[config.mk]
export PLATFORM = sky130hd
export DESIGN_NAME = bdq_ctrl
export DESIGN_NICKNAME = d
export VERILOG_FILES = /design/src/design/bdq_pkg.sv /design/src/design/bdq_ctrl.sv
export SDC_FILE = /design/constraint.sdc
export NUM_CORES = 1
export LEC_CHECK = 0
export ABC_AREA = 1
export BUFFER_PORTS_ARGS = -buffer_cell sky130_fd_sc_hd__buf_2
export CAP_MARGIN = 20
export CORE_UTILIZATION = 45
export CTS_CLUSTER_DIAMETER = 100
export DETAILED_ROUTE_END_ITERATION = 10
export PLACE_DENSITY_LB_ADDON = 0.3
export SLEW_MARGIN = 20
export SYNTH_ARGS = -nofsm -noshare
export SYNTH_HDL_FRONTEND = slang
export SYNTH_SLANG_ARGS = --single-unit
[constraint.sdc]
create_clock -name clk -period 7.31 [get_ports clk]
set_clock_uncertainty 0.2 [all_clocks]
set_input_delay 0.3655 -clock clk [delete_from_list [all_inputs] [get_ports clk]]
set_output_delay 0.3655 -clock clk [all_outputs]
set_load 0.05 [all_outputs]
[src/design/bdq_pkg.sv]
// Shared types and codes for the bounded deque with indexed read.
package bdq_pkg;

  typedef enum logic [2:0] {
    REQ_INS_HEAD = 3'd0,
    REQ_INS_TAIL = 3'd1,
    REQ_REM_HEAD = 3'd2,
    REQ_REM_TAIL = 3'd3,
    REQ_RD_HEAD  = 3'd4,
    REQ_RD_TAIL  = 3'd5,
    REQ_RD_INDEX = 3'd6
  } bdq_req_t;

  typedef enum logic [1:0] {
    ST_OK     = 2'd0,
    ST_FULL   = 2'd1,
    ST_EMPTY  = 2'd2,
    ST_BADIDX = 2'd3
  } bdq_status_t;

  localparam int DATA_W  = 32;
  localparam int INDEX_W = 8;
  localparam int COUNT_W = 9;

  typedef struct packed {
    logic [2:0]         req_type;
    logic [DATA_W-1:0]  element_value;
    logic [INDEX_W-1:0] index;
  } bdq_in_t;

  typedef struct packed {
    logic [DATA_W-1:0]  read_data;
    logic [COUNT_W-1:0] count;
    logic [1:0]         status;
  } bdq_out_t;

  typedef struct packed {
    logic               rd;
    logic [COUNT_W-1:0] count;
    bdq_status_t        status;
  } bdq_meta_t;

endpackage

[src/design/bdq_ctrl.sv]
// Head pointer, element count, request decode and store address generation.
module bdq_ctrl #(
  parameter int CAPACITY = 256,
  parameter int ELEMENT_WIDTH = 32,
  parameter int PW = 8,
  parameter int CW = 9
) (
  input  logic                     clk,
  input  logic                     rst_n,
  input  logic                     acc,
  input  bdq_pkg::bdq_in_t         req,
  output logic                     mem_we,
  output logic                     mem_re,
  output logic [PW-1:0]            mem_addr,
  output logic [ELEMENT_WIDTH-1:0] mem_wdata,
  output bdq_pkg::bdq_meta_t       meta
);
  import bdq_pkg::*;

  localparam int SW = CW + 1;
  localparam int XW = (SW > INDEX_W) ? SW : INDEX_W;
  localparam logic [PW-1:0] LAST_SLOT = PW'(CAPACITY - 1);
  localparam logic [CW-1:0] FULL_CNT  = CW'(CAPACITY);
  localparam logic [SW-1:0] CAP_S     = SW'(CAPACITY);

  logic [PW-1:0] head_r, head_nxt;
  logic [CW-1:0] cnt_r, cnt_nxt;
  logic [SW-1:0] pos, sum, wrap;
  logic [PW-1:0] slot, head_dec, head_inc;
  logic [SW-1:0] idx_ext, cnt_ext;
  logic [XW-1:0] idx_cmp, cnt_cmp;
  logic [DATA_W+ELEMENT_WIDTH-1:0] wext;
  logic [SW+COUNT_W-1:0] cext;
  logic [1:0] status;
  logic full, empty;

  always_ff @(posedge clk) begin
    if (!rst_n) begin
      head_r <= '0;
      cnt_r  <= '0;
    end else begin
      head_r <= head_nxt;
      cnt_r  <= cnt_nxt;
    end
  end

  assign full     = (cnt_r == FULL_CNT);
  assign empty    = (cnt_r == '0);
  assign idx_ext  = SW'(req.index);
  assign cnt_ext  = SW'(cnt_r);
  assign idx_cmp  = XW'(req.index);
  assign cnt_cmp  = XW'(cnt_r);
  assign head_dec = (head_r == '0) ? LAST_SLOT : head_r - PW'(1);
  assign head_inc = (head_r == LAST_SLOT) ? '0 : head_r + PW'(1);

  always_comb begin
    case (req.req_type)
      REQ_INS_TAIL: pos = cnt_ext;
      REQ_RD_TAIL:  pos = cnt_ext - SW'(1);
      REQ_RD_INDEX: pos = idx_ext;
      default:      pos = '0;
    endcase
  end

  assign sum  = SW'(head_r) + pos;
  assign wrap = (sum >= CAP_S) ? sum - CAP_S : sum;
  assign slot = wrap[PW-1:0];

  assign wext      = {{ELEMENT_WIDTH{1'b0}}, req.element_value};
  assign mem_wdata = wext[ELEMENT_WIDTH-1:0];

  always_comb begin
    head_nxt = head_r;
    cnt_nxt  = cnt_r;
    mem_we   = 1'b0;
    mem_re   = 1'b0;
    mem_addr = slot;
    status   = ST_OK;
    case (req.req_type)
      REQ_INS_HEAD, REQ_INS_TAIL: begin
        if (full) begin
          status = ST_FULL;
        end else begin
          mem_we  = acc;
          cnt_nxt = acc ? cnt_r + CW'(1) : cnt_r;
          if (req.req_type == REQ_INS_HEAD) begin
            mem_addr = head_dec;
            head_nxt = acc ? head_dec : head_r;
          end
        end
      end
      REQ_REM_HEAD, REQ_REM_TAIL: begin
        if (empty) begin
          status = ST_EMPTY;
        end else begin
          cnt_nxt = acc ? cnt_r - CW'(1) : cnt_r;
          if (req.req_type == REQ_REM_HEAD && acc) begin
            head_nxt = head_inc;
          end
        end
      end
      REQ_RD_HEAD, REQ_RD_TAIL: begin
        if (empty) begin
          status = ST_EMPTY;
        end else begin
          mem_re = acc;
        end
      end
      REQ_RD_INDEX: begin
        if (idx_cmp >= cnt_cmp) begin
          status = ST_BADIDX;
        end else begin
          mem_re = acc;
        end
      end
      default: begin
        status = ST_OK;
      end
    endcase
  end

  assign cext        = {{COUNT_W{1'b0}}, SW'(cnt_nxt)};
  assign meta.rd     = mem_re;
  assign meta.count  = cext[COUNT_W-1:0];
  assign meta.status = bdq_status_t'(status);

`ifndef NO_ASSERTIONS
  a_cnt_bound: assert property (@(posedge clk) disable iff (!rst_n)
    cnt_r <= FULL_CNT)
    else $error("element count above capacity");
  a_refused_holds: assert property (@(posedge clk) disable iff (!rst_n)
    acc && meta.status != ST_OK |=> $stable(cnt_r) && $stable(head_r))
    else $error("refused request changed state");
  a_one_access: assert property (@(posedge clk) disable iff (!rst_n)
    !(mem_we && mem_re))
    else $error("store written and read by one request");
  a_idle_holds: assert property (@(posedge clk) disable iff (!rst_n)
    !acc |=> $stable(cnt_r) && $stable(head_r))
    else $error("state moved without a request");
`endif

endmodule

==> impl_metrics.env <==
export IMPL_clk_pin_slew_ps=70
export IMPL_max_clock_freq_mhz=275
export IMPL_path_cells="buf_2 > inv_1 > nor3_1 > inv_1 > nor2_1 > a31oi_1 > nand2_1 > inv_1 > fa_1 > o21ai_0 > nand2_1 > nand2_1 > a21oi_1 > inv_1 > nand2_1 > nand2_1 > nand2_1 > nand2_1 > buf_2"
export IMPL_via_per_inst=5.32
export IMPL_whs_path_depth=3
export IMPL_grt_first_pass_wirelength_um=12200
export IMPL_coreArea_um2=5990
export IMPL_vdd_ir_drop_worst_mv=0.104
export IMPL_fp_dieW_um=81.2
export IMPL_grt_usage_pct=23.8
export IMPL_finalHoldViolCount=0
export IMPL_n_antenna_cell=0
export IMPL_rows=28
export IMPL_crit_family="simple AND/OR/NAND/NOR gates"
export IMPL_synth_fp_nets=544
export IMPL_fin_setup_tns_ps=0
export IMPL_synth_edf_count=0
export IMPL_ys_seq_area_share_pct=12.1
export IMPL_drt_initial_drc_count=109
export IMPL_ff2ff_path_depth=10
export IMPL_fin_cells=541
export IMPL_dr_pass1_iters=4
export IMPL_antenna_found_initial=0
export IMPL_r2r_end="head_r[1]"
export IMPL_grt_max_degree=18
export IMPL_yosys_most_used_dff="dfxtp_1"
export IMPL_hold_start="rst_n"
export IMPL_fin_nets=538
export IMPL_p_clk_share_pct=15.3
export IMPL_post_cts_setup_buffer_count=0
export IMPL_regToRegSetupSlack_ps=5060
export IMPL_status="completed"
export IMPL_post_route_drc_count=0
export IMPL_max_slew_margin_rel_pct=42.7
export IMPL_path_max_fanout=6
export IMPL_worstSetupStartpointType="primary input"
export IMPL_place_inst=537
export IMPL_cts_resized_gates=0
export IMPL_mostFrequentLayoutCell="nand2_1"
export IMPL_die_area_um2=6590
export IMPL_final_antenna_net_count=0
export IMPL_dpl_hpwl_um=6140
export IMPL_worstSetupPathType="primary input to primary output"
export IMPL_p_int_uw=220
export IMPL_pwr_share_seq_pct=24.8
export IMPL_critPathBufInv=6
export IMPL_clk_latency_ps=260
export IMPL_num_io_pins=100
export IMPL_critPathArrivalTime_ps=3080
export IMPL_drive_above_1_share_pct=12.2
export IMPL_final_cell_mix="nand2_1 (123), inv_1 (59), nand3_1 (50)"
export IMPL_yosysWarnings=0
export IMPL_finalMaxSlewViolations=0
export IMPL_start_util_pct=47.1
export IMPL_synth_cell_type_count=38
export IMPL_finalCritPeriodShare_pct=49.8
export IMPL_worst_path_most_repeated_cell="nand2_1"
export IMPL_power_density_nw_per_um2=171
export IMPL_fillers=669
export IMPL_setup_viol_count_final=0
export IMPL_syn_avg_cell_area_um2=5.96
export IMPL_max_stage_delay_ps=560
export IMPL_fp_dieH_um=81.2
export IMPL_cts_root_buf="clkbuf_8"
export IMPL_hold_end="cnt_r[3]"
export IMPL_p_leak_uw=0.00154
export IMPL_cts_buffers=3
export IMPL_gp_congestion=0.922
export IMPL_syn_area_um2=2820
export IMPL_hold_class="primary input to flop"
export IMPL_switching_share_pct=53.8
export IMPL_vias=2878
export IMPL_area_growth_pct=-0.843
export IMPL_io_buffers=35
export IMPL_end_kind="primary output"
export IMPL_grt_ovfl_total=0
export IMPL_finalWirelength_um=7560
export IMPL_synth_seq_cells=17
export IMPL_async_flop_share_pct=0
export IMPL_cts_tree="built"
export IMPL_p_comb_share_pct=59.9
export IMPL_clock_path_buffers=2
export IMPL_synthCells=473
export IMPL_reg2reg_from="cnt_r[1]"
export IMPL_power_switching_uw=257
export IMPL_crit_slowest_cell="nor3_1"
export IMPL_rsz0062_at_grt="no"
export IMPL_ctsHtreeMaxLevel=1
export IMPL_cap_violations=0
export IMPL_worst_pin_slew_ps=860
export IMPL_wire_per_inst_um=14.0
export IMPL_ctsHoldBuffers=0
export IMPL_clock_sinks=17
export IMPL_required_ps=6740
export IMPL_period_needed_ps=3640
export IMPL_grt_pass1_vias=2758
power by group through the flow:
stage	combinational [uW]	sequential, uW	clock, uW
3_3_place_gp	282	120	0
5_1_grt	315	119	79.2
2_1_floorplan	279	110	0
6_report	286	119	72.9
4_1_cts	285	118	76.1
3_5_place_dp	283	120	0
cell families (layout without fill, tap and decap cells):
kind of cell	count (synthesis)	in the layout	synth area share (%)
AND/OR/NAND/NOR	251	251	39.8
buffers and inverters	110	103	20.7
AO/OA/AOI/OAI	54	54	11.1
adder cells (fa/ha/maj)	25	25	11.4
flip-flops	17	17	12.1
XOR/XNOR	15	15	4.66
multiplexers	1	1	0.355
routing by layer:
metal,up-vias,part of all wire [%],global-route usage [%],routed length [um]
met5,-,0,0,0
met4,0,1.5,10.4,117
met3,12,5.1,3.37,388
met2,74,50,44.0,3740
met1,1311,44,26.8,3310
li1,1481,-,-,-
state kept, by name (all words and copies together) (netlist names):
name	count
head_r	8
cnt_r	9
worst min-delay path, delay by kind of cell:
kind	cells	cell delay (ps)
buffers and inverters	2	230
AND/OR/NAND/NOR	1	100
through the flow:
stage	instance area [um^2]	hold WS [ps]	power, uW	util (%)	worst slack [ps]
6_report	2800	279	477	46.7	3670
5_1_grt	2800	293	514	46.7	3460
4_1_cts	2800	280	479	46.7	3710
3_5_place_dp	2750	383	404	45.9	3740
3_3_place_gp	2750	374	402	45.9	3820
2_1_floorplan	2820	286	389	-	3690
how the worst max path moves through the flow:
| stage | startpoint | end | slack, ps | cells after the start |
|---|---|---|---|---|
| final | req[42] | mem_addr[6] | 3670 | 19 |
| after global routing | cnt_r[1] | mem_addr[7] | 3460 | 17 |
| after CTS | cnt_r[1] | mem_addr[6] | 3710 | 17 |
| after detailed placement | req[42] | mem_addr[6] | 3740 | 19 |
| after global placement | req[42] | mem_addr[6] | 3820 | 19 |
| after floorplan | req[42] | mem_addr[4] | 3690 | 11 |
cell usage after synthesis (6+ instances only):
library cell	instances	area share [%]
nand2_1	123	16
buf_2	7	1.2
nand3_2	6	2.1
ha_1	24	11
dfxtp_1	17	12
a21oi_1	14	2.5
nor3_1	7	1.2
inv_1	59	7.9
nand4_1	7	1.6
nor2_1	43	5.7
o21ai_0	22	3.9
xor2_1	13	4.0
nand3_1	50	8.9
buf_4	34	9.1
area by class of cell:
type | instances | area [um^2] | share of cell area, %
Clock inverter | 1 | 5.00 | 0.179
Inverter | 64 | 244 | 8.72
Sequential cell | 17 | 340 | 12.2
Tap cell | 75 | 93.8 | 3.36
Clock buffer | 3 | 41.3 | 1.48
Timing Repair Buffer | 35 | 175 | 6.26
Multi-Input combinational cell | 346 | 1900 | 67.8
(Power assumes the default switching activity.)
